File: src/rtl/core/deq_pkg.sv
`timescale 1ns / 1ps
`default_nettype none

package deq_pkg;

  localparam int OP_W  = 3;
  localparam int VAL_W = 32;
  localparam int ST_W  = 2;
  localparam int CNT_W = 11;

  localparam logic [OP_W-1:0] OP_PUSH_FRONT = 3'd0;
  localparam logic [OP_W-1:0] OP_PUSH_BACK  = 3'd1;
  localparam logic [OP_W-1:0] OP_POP_FRONT  = 3'd2;
  localparam logic [OP_W-1:0] OP_POP_BACK   = 3'd3;
  localparam logic [OP_W-1:0] OP_CMP_FRONT  = 3'd4;
  localparam logic [OP_W-1:0] OP_CMP_BACK   = 3'd5;
  localparam logic [OP_W-1:0] OP_CLEAR      = 3'd6;

  localparam logic [ST_W-1:0] ST_OK   = 2'd0;
  localparam logic [ST_W-1:0] ST_MISS = 2'd1;
  localparam logic [ST_W-1:0] ST_FULL = 2'd2;

  typedef struct packed {
    logic push_front;
    logic push_back;
    logic pop_front;
    logic cmp_front;
    logic cmp_back;
  } cell_cmd_t;

endpackage

`default_nettype wire

File: src/rtl/core/deq_cell.sv
`timescale 1ns / 1ps
`default_nettype none

module deq_cell
  import deq_pkg::*;
#(
  parameter int CW  = 11,
  parameter int IDX = 0
) (
  input  wire logic                    clk_i,
  input  wire logic signed [VAL_W-1:0] value_i,
  input  wire logic signed [VAL_W-1:0] prev_i,
  input  wire logic signed [VAL_W-1:0] next_i,
  input  wire logic        [CW-1:0]    count_i,
  input  wire cell_cmd_t               cmd_i,
  output logic signed      [VAL_W-1:0] data_o,
  output logic                         hit_o
);

  localparam logic [CW-1:0] IDX_C = CW'(IDX);
  localparam logic [CW-1:0] IDX_N = CW'(IDX + 1);

  logic signed [VAL_W-1:0] data_q;
  logic signed [VAL_W-1:0] data_d;
  logic                    occ;
  logic                    last;

  assign occ  = count_i > IDX_C;
  assign last = count_i == IDX_N;

  always_comb begin
    data_d = data_q;
    if (cmd_i.push_front) begin
      data_d = prev_i;
    end else if (cmd_i.pop_front) begin
      data_d = next_i;
    end else if (cmd_i.push_back && (count_i == IDX_C)) begin
      data_d = value_i;
    end
  end

  always_ff @(posedge clk_i) begin
    data_q <= data_d;
  end

  assign data_o = data_q;
  assign hit_o  = (data_q == value_i) &&
                  ((cmd_i.cmp_front && occ && (IDX == 0)) || (cmd_i.cmp_back && last));

endmodule

`default_nettype wire

File: config.mk
export PLATFORM = sky130hd
export DESIGN_NAME = deq_cell
export DESIGN_NICKNAME = d
export VERILOG_FILES = /design/src/rtl/core/deq_pkg.sv /design/src/rtl/core/deq_cell.sv
export SDC_FILE = /design/constraint.sdc
export NUM_CORES = 1
export LEC_CHECK = 0
export BUFFER_PORTS_ARGS = -buffer_cell sky130_fd_sc_hd__buf_2
export CAP_MARGIN = 5
export CORE_ASPECT_RATIO = 0.75
export CORE_MARGIN = 3
export CORE_UTILIZATION = 30
export CTS_CLUSTER_SIZE = 20
export DETAILED_ROUTE_END_ITERATION = 8
export HOLD_SLACK_MARGIN = 0.03
export PLACE_DENSITY = 0.7
export REMOVE_ABC_BUFFERS = 1
export SLEW_MARGIN = 20
export SYNTH_ARGS = -nofsm -noshare
export SYNTH_HDL_FRONTEND = slang
export SYNTH_SLANG_ARGS = --single-unit
File: constraint.sdc
create_clock -name clk_i -period 2.5 [get_ports clk_i]
set_input_delay 0.125 -clock clk_i [delete_from_list [all_inputs] [get_ports clk_i]]
set_output_delay 0.125 -clock clk_i [all_outputs]
set_load 0.05 [all_outputs]
---- Yosys cells after proc, flatten, opt, wreduce, memory -nomap -nowiden ----
Index checks and enable logic that the tools add are counted.
word-level totals
  register bits after elaboration ......... 32
  input bits .............................. 113
  output and inout port bits .............. 33
  word-level logic and storage cells ...... 14
operators by class
  order comparisons ....................... 1
  equal/unequal tests ..................... 2
  multiplexer cells ....................... 3
  reduce and logical (&&, ||, !) cells .... 7
operators with widths
  kind                                                             number
  2-to-1 mux 32 bit                                                3
  == test 32 bit                                                   1
  == test 11 x 1 -> 1 bit (second input constant)                  1
  greater-than comparator 11 x 1 -> 1 bit (second input constant)  1
  zero test 11 bit                                                 1
  logical AND 1 bit                                                4
  nonzero test 3 bit                                               1
  logical OR 1 bit                                                 1

---- Depth between registers and ports, before layout ----
  depth after elaboration ................. 5
  depth in mapped cells ................... 4
  mapped depth without buffers ............ 4

---- Least setup slack after synthesis ----
Ideal clock, no wire load.
  path type ............................... flip-flop to output port
  start point ............................. reg data_q[31], in the netlist data_o[31]
  end point ............................... out hit_o
  arrival ................................. 2221 ps
  required time ........................... 2375 ps
  setup slack ............................. 154 ps
  cell stages (with the launch flop) ...... 5
  buffers on the path ..................... 0
  cell sequence ........................... edfxtp_1 -> xor2_1 -> nor4_1 -> nand4_1 -> nor4_2
on the way
  longest elaborated chain between the ends .. 2
ends and longest elaborated chain
  item                    line            RTL
  from (decl)             deq_cell.sv:23  logic signed [VAL_W-1:0] data_q;
  from (signal assigned)  deq_cell.sv:43  data_q <= data_d;
  == test 32 bit          deq_cell.sv:47  assign hit_o = (data_q == value_i) &&
  logical AND 1 bit       deq_cell.sv:47
  to (decl)               deq_cell.sv:17  output logic hit_o
No other way between the ends.

---- Worst setup path after layout ----
  start point ............................. reg data_q[26], in the netlist data_o[26]
  end point ............................... out hit_o
Same word-level chain as after synthesis.

==> results.sh <==
export IMPL_outcome="completed"
export IMPL_cts_repair_timing_setup_buffer_count=0
export IMPL_timing_hold_violations_final=0
export IMPL_place_detailed_instances=407
export IMPL_crit_buf_inv=1
export IMPL_drtIter0Drc=43
export IMPL_antenna_cells=0
export IMPL_floorplan_io_pins=146
export IMPL_drt_first_pass_iters=4
export IMPL_cts_buffers_inserted=5
export IMPL_antenna_violations_before_repair=0
export IMPL_p_leak_uw=0.001434
export IMPL_chipWidth_um=100.9
export IMPL_crit_chain="xor2_1 -> nor4_1 -> nand4_1 -> nor4_2 -> buf_2"
export IMPL_finalCriticalPeriod_ns=2.230
export IMPL_layoutNonFillerInstCount=415
export IMPL_slowest_stage="sky130_fd_sc_hd__nor4_1"
export IMPL_timing_hold_worst_class="in2reg"
export IMPL_final_setup_viols=0
export IMPL_critPathTopFamily="simple AND/OR/NAND/NOR gates"
export IMPL_final_period_utilization_pct=89.20
export IMPL_max_stage_delay_ns=0.44
export IMPL_wire_per_inst_um=14.35
export IMPL_cts_sink_count=32
export IMPL_postCtsResizedCells=0
export IMPL_clk_pin_slew_worst_paths_ns=0.06
export IMPL_dieHeight_um=77.21
export IMPL_fraction_of_final_layout_cells_sized_beyond_drive_strength_1_pct=47.31
export IMPL_route_antenna_remaining_nets=0
export IMPL_postSynthAreaPerCell_um2=10.79
export IMPL_finalWeightedCongestion=0.7947
export IMPL_hold_slack_ns=0.1307
export IMPL_cp_arrival_ns=2.11
export IMPL_maxCapViolCount=0
export IMPL_design_die_area_mm2=0.007793
export IMPL_power_per_cell_area_mw_per_mm2=557.5
export IMPL_netlist_area_leader_share_pct=47.38
export IMPL_startpoint_type="flip-flop"
export IMPL_synth_yosys_seq_area_share_pct=47.38
export IMPL_netlist_instances=188
export IMPL_area_of_the_core_region_mm2=0.006412
export IMPL_max_slew_worst_pin_slew_ns=0.5253
export IMPL_max_freq_ghz=0.4484
export IMPL_root_buffer="sky130_fd_sc_hd__clkbuf_8"
export IMPL_timing_critical_path_required_ns=2.38
export IMPL_synth_area_leaders="sky130_fd_sc_hd__edfxtp_1, sky130_fd_sc_hd__mux2i_1, sky130_fd_sc_hd__xor2_1"
export IMPL_post_drt_via_cell_ratio=4.624
export IMPL_portBuffers=145
export IMPL_drc_errors=0
export IMPL_cts_path_max_buffers=2
export IMPL_yosysUniqueCellTypes=16
export IMPL_timing_setup_tns_ns=0
export IMPL_synthesis_yosys_warnings=0
export IMPL_grt_setup_unrepaired="false"
export IMPL_finalNetCount=446
export IMPL_syn_to_final_growth_pct=44.60
export IMPL_total_gr_overflow=0
export IMPL_vdd_ir_drop_max_v=0.0002321
export IMPL_synthDominantAreaCellType="sky130_fd_sc_hd__edfxtp_1"
export IMPL_routed_wl_mm=5.956
export IMPL_grt_pass1_vias=1927
export IMPL_endpoint_kind="output pin"
export IMPL_hpwlAfterDp_mm=4.917
export IMPL_critical_path_peak_fanout=2
export IMPL_grt_total_usage_pct=14.97
export IMPL_via_count=1919
export IMPL_relSlewSlack_pct=64.98
export IMPL_clock_tree_htree_level_count=2
export IMPL_timing_final_max_slew_violations=0
export IMPL_netlist_area_mm2=0.002028
export IMPL_placed_instance_area_mm2=0.002853
export IMPL_tritoncts="built"
export IMPL_holdBufCountCts=0
export IMPL_grt_first_pass_wirelength_mm=9.114
export IMPL_post_route_design_area_mm2=0.002933
export IMPL_seqCellArea_um2=960.9
export IMPL_critical_path_class="reg2out"
export IMPL_initial_utilization_pct=31.63
export IMPL_standard_cell_rows=25
export IMPL_multi_input_comb_area_mm2=0.001022
export IMPL_grt_start_max_net_pins=35
export IMPL_synth_seq_cells=32
export IMPL_cp_startpoint="data_o[26]"
export IMPL_fillers=636
export IMPL_hold_path_startpoint="prev_i[23]"
export IMPL_number_of_flip_flops_under_the_largest_register_name=32
==> layout make-up <==
type	count	area share, %
Clock inverter	1	0.1280
Timing Repair Buffer	149	26.19
Clock buffer	7	2.602
Sequential cell	32	32.76
Tap cell	81	3.456
Multi-Input combinational cell	145	34.85
==> worst min-delay path: stages <==
cell and delay, ns:
sky130_fd_sc_hd__buf_2 0.07, sky130_fd_sc_hd__nand2_1 0.04, sky130_fd_sc_hd__o21ai_0 0.05
==> cell families after synthesis <==
kind of cell | count (synthesis) | synth area share [%]
buf+inv | 11 | 2.221
xor+xnor | 32 | 13.82
flops | 32 | 47.38
mux | 32 | 15.79
compound gates | 34 | 8.637
simple gates | 47 | 12.15
==> cell usage in the layout (no fill, tap or decap) <==
| cell | netlist | routed |
|---|---|---|
| sky130_fd_sc_hd__a211o_1 | 1 | 1 |
| sky130_fd_sc_hd__a31oi_1 | 1 | 1 |
| sky130_fd_sc_hd__and3b_1 | 1 | 1 |
| sky130_fd_sc_hd__buf_12 | 0 | 1 |
| sky130_fd_sc_hd__buf_2 | 3 | 145 |
| sky130_fd_sc_hd__buf_4 | 0 | 3 |
| sky130_fd_sc_hd__clkbuf_1 | 8 | 2 |
| sky130_fd_sc_hd__clkbuf_8 | 0 | 5 |
| sky130_fd_sc_hd__clkinv_1 | 0 | 1 |
| sky130_fd_sc_hd__edfxtp_1 | 32 | 32 |
| sky130_fd_sc_hd__mux2i_1 | 32 | 32 |
| sky130_fd_sc_hd__nand2_1 | 32 | 32 |
| sky130_fd_sc_hd__nand4_1 | 2 | 2 |
| sky130_fd_sc_hd__nor3_2 | 1 | 1 |
| sky130_fd_sc_hd__nor4_1 | 8 | 8 |
| sky130_fd_sc_hd__nor4_2 | 1 | 1 |
| sky130_fd_sc_hd__nor4_4 | 1 | 1 |
| sky130_fd_sc_hd__o21ai_0 | 32 | 32 |
| sky130_fd_sc_hd__or4_4 | 1 | 1 |
| sky130_fd_sc_hd__xor2_1 | 32 | 32 |
==> synth_stat cells, drive strengths merged <==
cell type   n
edfxtp     32
mux2i      32
nand2      32
o21ai      32
xor2       32
nor4       10
clkbuf      8
buf         3
nand4       2
a211o       1
a31oi       1
and3b       1
nor3        1
or4         1
==> report_power, final <==
part	leakage [µW]	switching [µW]	internal, µW
clock network	0.0000399	168	193
logic	0.00106	380	185
registers	0.000330	40.5	668
total	0.00143	589	1050
==> per-stage QoR <==
step	power (µW)	setup slack [ns]	utilization, %
2_1_floorplan	1061	0.1536	-
3_3_place_gp	1281	0.5503	44.49
3_5_place_dp	1292	0.5386	44.49
4_1_cts	1670	0.2285	45.74
5_1_grt	1741	0.1725	45.74
6_report	1635	0.2699	45.74
==> path summary, 6_finish.rpt <==
kind              slack, ns         end  cells after the start
setup / recovery       0.27       hit_o                      5
hold / removal         0.13  data_o[23]                      3
==> per-layer routing <==
metal	vias to the layer above	track usage (%)	wire length [µm]
met5	-	0	0
met4	0	3.187	24
met3	4	4.364	610
met1	851	18.06	2383
met2	93	26.28	2938
li1	971	-	-
No activity file was read; power rests on OpenSTA's default activity.
