<file path="src/rtl/core/deq_or_tree.sv">
`timescale 1ns / 1ps
`default_nettype none

module deq_or_tree #(
  parameter int N = 1024
) (
  input  wire logic         clk_i,
  input  wire logic [N-1:0] hit_i,
  output logic              any_o
);

  localparam int GRP = 32;
  localparam int NG  = (N + GRP - 1) / GRP;

  logic [NG-1:0] grp_d;
  logic [NG-1:0] grp_q;

  for (genvar g = 0; g < NG; g++) begin : g_grp
    localparam int LO = g * GRP;
    localparam int HI = (LO + GRP > N) ? N - 1 : LO + GRP - 1;
    assign grp_d[g] = |hit_i[HI:LO];
  end

  always_ff @(posedge clk_i) begin
    grp_q <= grp_d;
  end

  assign any_o = |grp_q;

endmodule

`default_nettype wire

</file>
<file path="config.mk">
export PLATFORM = sky130hd
export DESIGN_NAME = deq_or_tree
export DESIGN_NICKNAME = d
export VERILOG_FILES = /design/src/rtl/core/deq_or_tree.sv
export SDC_FILE = /design/constraint.sdc
export NUM_CORES = 1
export LEC_CHECK = 0
export ABC_AREA = 1
export BUFFER_PORTS_ARGS = -buffer_cell sky130_fd_sc_hd__buf_2
export CAP_MARGIN = 20
export CORE_AREA = 2 2 394 396
export CTS_CLUSTER_SIZE = 14
export DETAILED_ROUTE_END_ITERATION = 6
export DIE_AREA = 0 0 396 398
export PLACE_DENSITY = 0.3
export SYNTH_ARGS = -nofsm -noshare
export SYNTH_HDL_FRONTEND = slang
export SYNTH_SLANG_ARGS = --single-unit
</file>
<file path="constraint.sdc">
create_clock -name clk_i -period 1.9 [get_ports clk_i]
set_input_delay 0.19 -clock clk_i [delete_from_list [all_inputs] [get_ports clk_i]]
set_output_delay 0.19 -clock clk_i [all_outputs]
set_load 0.01 [all_outputs]
</file>
* Word-level counts from Yosys, hierarchy flattened
Cells that the tools add are included.
Word-level totals: bits in registers 32, input port bits 1025, logic and storage cells 34
Operators by class: reduce and logical (&&, ||, !) cells 33
Operators with widths (number):
- 32-bit OR reduction | 33

* Depth between registers and ports, before layout
Gate-level depths: netlist of the first run.
word-level depth 1, depth in mapped cells 6, mapped depth without buffers 6

* Worst setup path before layout of the first run
No wires, ideal clock.
path kind register to output, from reg grp_q[23], to out any_o, arrival 0.676 ns, setup slack 1.034 ns, cell stages (with the launch flop) 6, cell sequence dfxtp_1 nor2_1 and2_1 nand2_1 nor2_1 nand2_1
Between the ends: longest elaborated chain between the ends 1
RTL lines:
- start: declaration | RTL line 16 | logic [NG-1:0] grp_q;
- start signal: assignment | RTL line 25 | grp_q <= grp_d;
- 32-bit OR reduction | RTL line 28 | assign any_o = |grp_q;
- end: declaration | RTL line 9 | output logic any_o
No other way between the ends.

* Final worst setup path of the first run
from reg grp_q[2], to out any_o
The elaborated chain is that of the path after synthesis.

==> summary.txt, run 1 <==
Outcome
  • Status: complete, no violations

Die
  • Die area: 0.158 sq mm
  • Die width: 396 um
  • Die Ht: 398 um
  • Total I/O pin count: 1,026
  • Core box area: 0.153 sq mm
  • Rows: 144
  • Initial Utilization: 0.0427

GRT
  • Pin count of the biggest net entering global routing: 10
  • Initial antenna violation count: 9
  • First-pass GRT wire length: between 70,000 and 80,000 um
  • Aggregate global routing overflow: 0
  • Total GRT Usage: 0.0703
  • Number of global-route vias before repair: 11.7k

Drt
  • Vias per inst: 2.48
  • Via count: ~11k
  • Detailed Routing Iterations Pass 1: 4
  • Routed len/inst: 12.8 um
  • Detail Route Antenna Nets: 0
  • Violation count after the first detailed-route iteration: 476
  • DRC errors left: 0
  • Detailed Route WL: 59,100 um

Timing
  • Period utilisation layout: 0.873
  • Period minus WS final: 1660 ps
  • Worst setup margin: 242 ps
  • Unrepaired setup endpoints after global routing: false
  • Final setup vio count: 0
  • Least-Margin Pin Slew: 541 ps
  • Slew Limit Fails: 0
  • Peak Freq: 603 MHz
  • Slew margin rel.: 0.639
  • Setup TNS: 0 ps
  • Final hold vios: 0

Cells and area
  • Layout cells sized above 1: 0.421
  • Top reg by flops: grp_q
  • Area grow syn2layout: 121%
  • Max FFs per register: 32
  • Post-Layout Cell Count: between 4k and 5k
  • Top flop regs: grp_q x32
  • Post-route cell area: 0.0145 sq mm
  • Final #Nets: 3,579

Synth
  • Synth Flop Type: dfxtp_1
  • Post-synthesis cell count: 1,517
  • Most common cell in the netlist: inv_1
  • Top cells by area, synth: inv_1 (30%), nor2_1 (25%), nand2_1 (23%)
  • Avg Cell Area, Syn: 4.31 sq um
  • Synthesis Warnings: 0
  • Top cell type's share of synthesized area: 0.303
  • FFs w/ async S/R, synth: 0
  • Cell Area, Synth: 0.00655 sq mm
  • Library cells used by synthesis: 7
  • Area leader, netlist: inv_1
  • Yosys reg bits: 32
  • Seq/Total Area, Yosys: 0.0979
  • Top cells by count, synth: inv_1 (528), nor2_1 (429), nand2_1 (396)
  • Post-Syn Nets: about 2.5k
  • Post-synth EDFFs: 0

Placement
  • Setup slack at placement: 132 ps
  • Post-DP Area: roughly 0.014 sq mm
  • Input/output buffers: 1,025
  • Final HPWL DP: 56,000 um
  • Placed insts: 4,591
  • Routability cong.: 0.916

Setup path
  • CP Cell Sequence: inv_1 > nand2_4 > nor2_4 > nand2_1 > nor2_1 > nand2_1 > buf_2
  • Worst setup EP type: output port
  • Critical path launch point type: flip-flop
  • WP data arrival: 1470 ps
  • Crit Path Category: reg2out
  • CP max FO: 1
  • Required arrival time at the worst endpoint: roughly 1700 ps
  • CP most frequent cell: nand2_1
  • CP peak stage delay: 300 ps
  • CP max-delay cell: dfxtp_1

Clock network
  • TritonCTS Buffers: 5
  • CTS clk-pin slew, worst paths: 90 ps
  • CTS tree: built
  • Clock root cell: clkbuf_16
  • Total clock sinks: 32
  • H-tree depth: 2
  • Clock buffer depth: 2

Power and ir drop
  • Max VDD drop: between 0.3 and 0.4 mV
  • Pleak: 0.00877 uW
  • Pwr/cell area: 246 mW/mm^2

Run
  • MaxCap Viol Count: 0

Hold path
  • Hold Path Class: in2reg
## final timing paths
check | start | endpoint | slack [ps] | cells after the start
setup / recovery | grp_q[2]$_DFF_P_ | any_o | 240 | 7
hold / removal | hit_i[669] | grp_q[20]$_DFF_P_ | 130 | 5
## cell usage in the layout, fill, tap and decap left out, types with 2 or more instances in the layout
master     count
dfxtp_1       32
clkbuf_8       2
nor2_1       426
and2_1        65
nand4_1       33
buf_4          5
inv_1        528
diode_2       11
buf_2       1025
clkbuf_16      5
nor2_2        35
nand2_1      394
## through the flow
stage / util / hold WS (ps) / total power [uW]
detailed placement: 0.0931 / 503 / 2460
floorplan: - / 362 / 1180
global placement: 0.0931 / 506 / 2460
CTS: 0.0942 / 91.2 / 3760
finish: 0.0944 / 133 / 3560
global route: 0.0943 / 134 / 3940
## logic make-up (layout without fill, tap and decap cells)
logic type,count (synthesis),count (layout),synth area share
and+or+nand+nor,957,957,0.599
other,0,11,0
buffers and inverters,528,1565,0.303
DFF,32,32,0.0979
## power by group
part | switching (uW) | leakage [uW] | internal (uW)
registers | 0.000000213 | 0.000259 | 670
clock network | 560 | 0.0000761 | 559
logic | 798 | 0.00843 | 970
## routing by layer
metal,vias to the layer above,GRT usage,share of wire
li1,6180,-,-
met1,4697,0.0789,0.40
met2,499,0.129,0.51
met3,34,0.0175,0.065
met4,2,0.0219,0.024
met5,-,0,0.00024
## worst max-delay path: cells and delay by family, from the launching register on
kind	cells	cell delay [ps]
simple gates	5	570
flops	1	300
buf+inv	2	260
## timing repair
item	CTS	global route
gates resized for setup	6	2
hold buffers	0	0
endpoints found under the setup margin	1	1
setup buffers	0	0
## area by class of cell
class	count	area, sq um
diodes	11	27.5
well taps	2044	2560
repair buffers	1030	5170
multi-input cells	957	3950
inverters	528	1980
flip-flops and latches	32	641
fillers	18400	139000
clock buffers	7	153
No activity file was read; power rests on OpenSTA's default activity.
==> inputs of run 2 (changes only) <==
--- a/config.mk
+++ b/config.mk
@@ -12,7 +12,7 @@
 export CTS_CLUSTER_SIZE = 14
 export DETAILED_ROUTE_END_ITERATION = 6
 export DIE_AREA = 0 0 396 398
-export PLACE_DENSITY = 0.3
+export PLACE_DENSITY = 0.31
 export SYNTH_ARGS = -nofsm -noshare
 export SYNTH_HDL_FRONTEND = slang
 export SYNTH_SLANG_ARGS = --single-unit
==> summary.txt, run 2 (synthesized netlist as in run 1, its figures left out) <==
GRT
  • Initial antenna violation count: 8 (-1)
  • Number of global-route vias before repair: 11.6k (-1.1%)
  • Total GRT Usage: 0.0733 (+0.00299)
  • First-pass GRT wire length: 79,200 um (+2.7%)
  • Pin count of the biggest net entering global routing: 10 (unchanged)
  • Aggregate global routing overflow: 0 (unchanged)

Timing
  • Slew Limit Fails: 0 (unchanged)
  • Period utilisation layout: 0.879 (+0.00622)
  • Peak Freq: 599 MHz (-0.71%)
  • Period minus WS final: 1670 ps (+11.8 ps)
  • Final setup vio count: 0 (unchanged)
  • Final hold vios: 0 (unchanged)
  • Slew margin rel.: 0.633 (-0.00517)
  • Setup TNS: 0 ps (unchanged)
  • Least-Margin Pin Slew: 548 ps (+7.74 ps)
  • Unrepaired setup endpoints after global routing: false

Drt
  • Vias per inst: 2.48 (+0.18%)
  • DRC errors left: 0 (unchanged)
  • Violation count after the first detailed-route iteration: 400 (-16%)
  • Detailed Routing Iterations Pass 1: 5 (+1)
  • Via count: 11.4k (+0.053%)
  • Detailed Route WL: 61,700 um (+4.4%)
  • Detail Route Antenna Nets: 0 (unchanged)
  • Routed len/inst: 13.4 um (+4.6%)

Clock network
  • Hold-fix buffers at CTS: 0 (unchanged)
  • Clock buffer depth: 2 (unchanged)
  • CTS clk-pin slew, worst paths: 70 ps (-20 ps)
  • Clock root cell: clkbuf_16
  • H-tree depth: 2 (unchanged)
  • # Post-CTS Setup Buffers: 0 (unchanged)
  • Total clock sinks: 32 (unchanged)
  • CTS tree: built
  • TritonCTS Buffers: 5 (unchanged)

Cells and area
  • Top flop regs: grp_q x32
  • Max FFs per register: 32 (unchanged)
  • Register Area: 641 sq um (unchanged)
  • Area of the multi-input gates: 0.00394 sq mm (-0.22%)
  • Area grow syn2layout: 121%
  • Layout cells sized above 1: 0.421 (about the same)
  • Most frequent cells in the layout: buf_2 (1,025), inv_1 (527), nor2_1 (424)
  • Final #Nets: 3,579 (unchanged)
  • Fillers: 18.5k (+0.35%)
  • Post-Layout Cell Count: 4,603 (-0.13%)
  • Commonest non-fill, non-tap cell in the layout: buf_2
  • Top reg by flops: grp_q

Setup path
  • Required arrival time at the worst endpoint: 1710 ps (about the same)
  • CP max-delay cell: dfxtp_1
  • CP max FO: 1 (unchanged)
  • Critical path launch point type: flip-flop
  • Worst setup EP type: output port
  • CP Cell Sequence: nor2_2 > nand4_1 > nor2_1 > nand2_2 > buf_2
  • Crit Path Category: reg2out
  • WP data arrival: 1480 ps (about the same)
  • CP peak stage delay: 370 ps (+70 ps)

Power and ir drop
  • Pleak: 0.00874 uW (-0.27%)
  • Max VDD drop: 0.283 mV (-15%)
  • Pwr/cell area: 239 mW/mm^2 (-2.8%)
  • Pwr Total: 3450 uW (-3.1%)
  • Sequential power share: 0.194 (+0.006)
  • Power share of the combinational group: 0.523 (+0.026)
  • Int Pwr: 2170 uW (-1.4%)
  • Clock power frac: 0.282 (-0.033)
  • Switching power share of the total: 0.371 (-0.0107)
  • Sw power: 1280 uW (-5.8%)

Die
  • Rows: 144 (unchanged)
  • Die area: 0.158 sq mm (unchanged)
  • Total I/O pin count: 1,026 (unchanged)
  • Die Ht: 398 um (unchanged)
  • Initial Utilization: 0.0427 (unchanged)
  • Die width: 396 um (unchanged)
  • Core box area: 0.153 sq mm (unchanged)

Outcome
  • Status: complete, no violations

Run
  • MaxCap Viol Count: 0 (unchanged)

Placement
  • Routability cong.: 0.922 (+0.67%)
  • Final HPWL DP: 59,000 um (+5.3%)
  • Placed insts: 4,591 (unchanged)
  • Input/output buffers: 1,025 (unchanged)

Hold path
  • Hold Path Class: in2reg
==> run 2: changes by cell type in the layout (fill, tap and decap cells not counted), sizes merged <==
| cell | change |
|---|---|
| clkbuf | +1 |
| diode | -7 |
==> run 2: what timing repair did <==
action                                  in CTS  in global routing
endpoints found under the hold margin        0                  0
endpoints found under the setup margin       1                  1
gates resized for setup                      3                  4
==> run 2: worst max-delay path: cells and delay by family, from the launching register on <==
kind | cells | cell delay, ps
buffers and inverters | 1 | 160
flip-flops | 1 | 370
AND/OR/NAND/NOR | 4 | 610
==> run 2: path summary, 6_finish.rpt <==
path	start	to	slack (ps)	cells past startpoint
worst max-delay path	grp_q[31]$_DFF_P_	any_o	230	5
worst min-delay path	hit_i[62]	grp_q[1]$_DFF_P_	170	5
==> run 2: layer usage <==
| metal | vias up | routed length (um) | GRT usage |
|---|---|---|---|
| li1 | 6169 | - | - |
| met1 | 4685 | 23700 | 0.0813 |
| met2 | 517 | 32500 | 0.139 |
| met3 | 47 | 3920 | 0.0150 |
| met4 | 0 | 1580 | 0.0210 |
| met5 | - | 0 | 0 |
==> run 2: power by group through the flow <==
stage	clock network (uW)	logic, uW	registers [uW]
floorplan	0	492	686
global placement	0	1800	686
detailed placement	0	1810	686
CTS	1130	1820	670
global route	1110	2020	670
finish	974	1800	670
==> run 2: per-stage QoR <==
| stage | util | setup WS [ps] | hold WS [ps] | area (sq um) |
|---|---|---|---|---|
| floorplan | - | 1030 | 362 | 6550 |
| global placement | 0.0931 | 275 | 512 | 14300 |
| detailed placement | 0.0931 | 306 | 504 | 14300 |
| CTS | 0.0941 | 0.979 | 118 | 14400 |
| global route | 0.0942 | 18.8 | 157 | 14400 |
| finish | 0.0942 | 230 | 166 | 14400 |
==> run 2: area by class of cell <==
cell class,count,area share
antenna,4,0.000693
clock buffer,8,0.0101
inverter,528,0.137
multi-input combinational,957,0.273
sequential,32,0.0444
tap,2044,0.177
timing repair buffer,1030,0.358
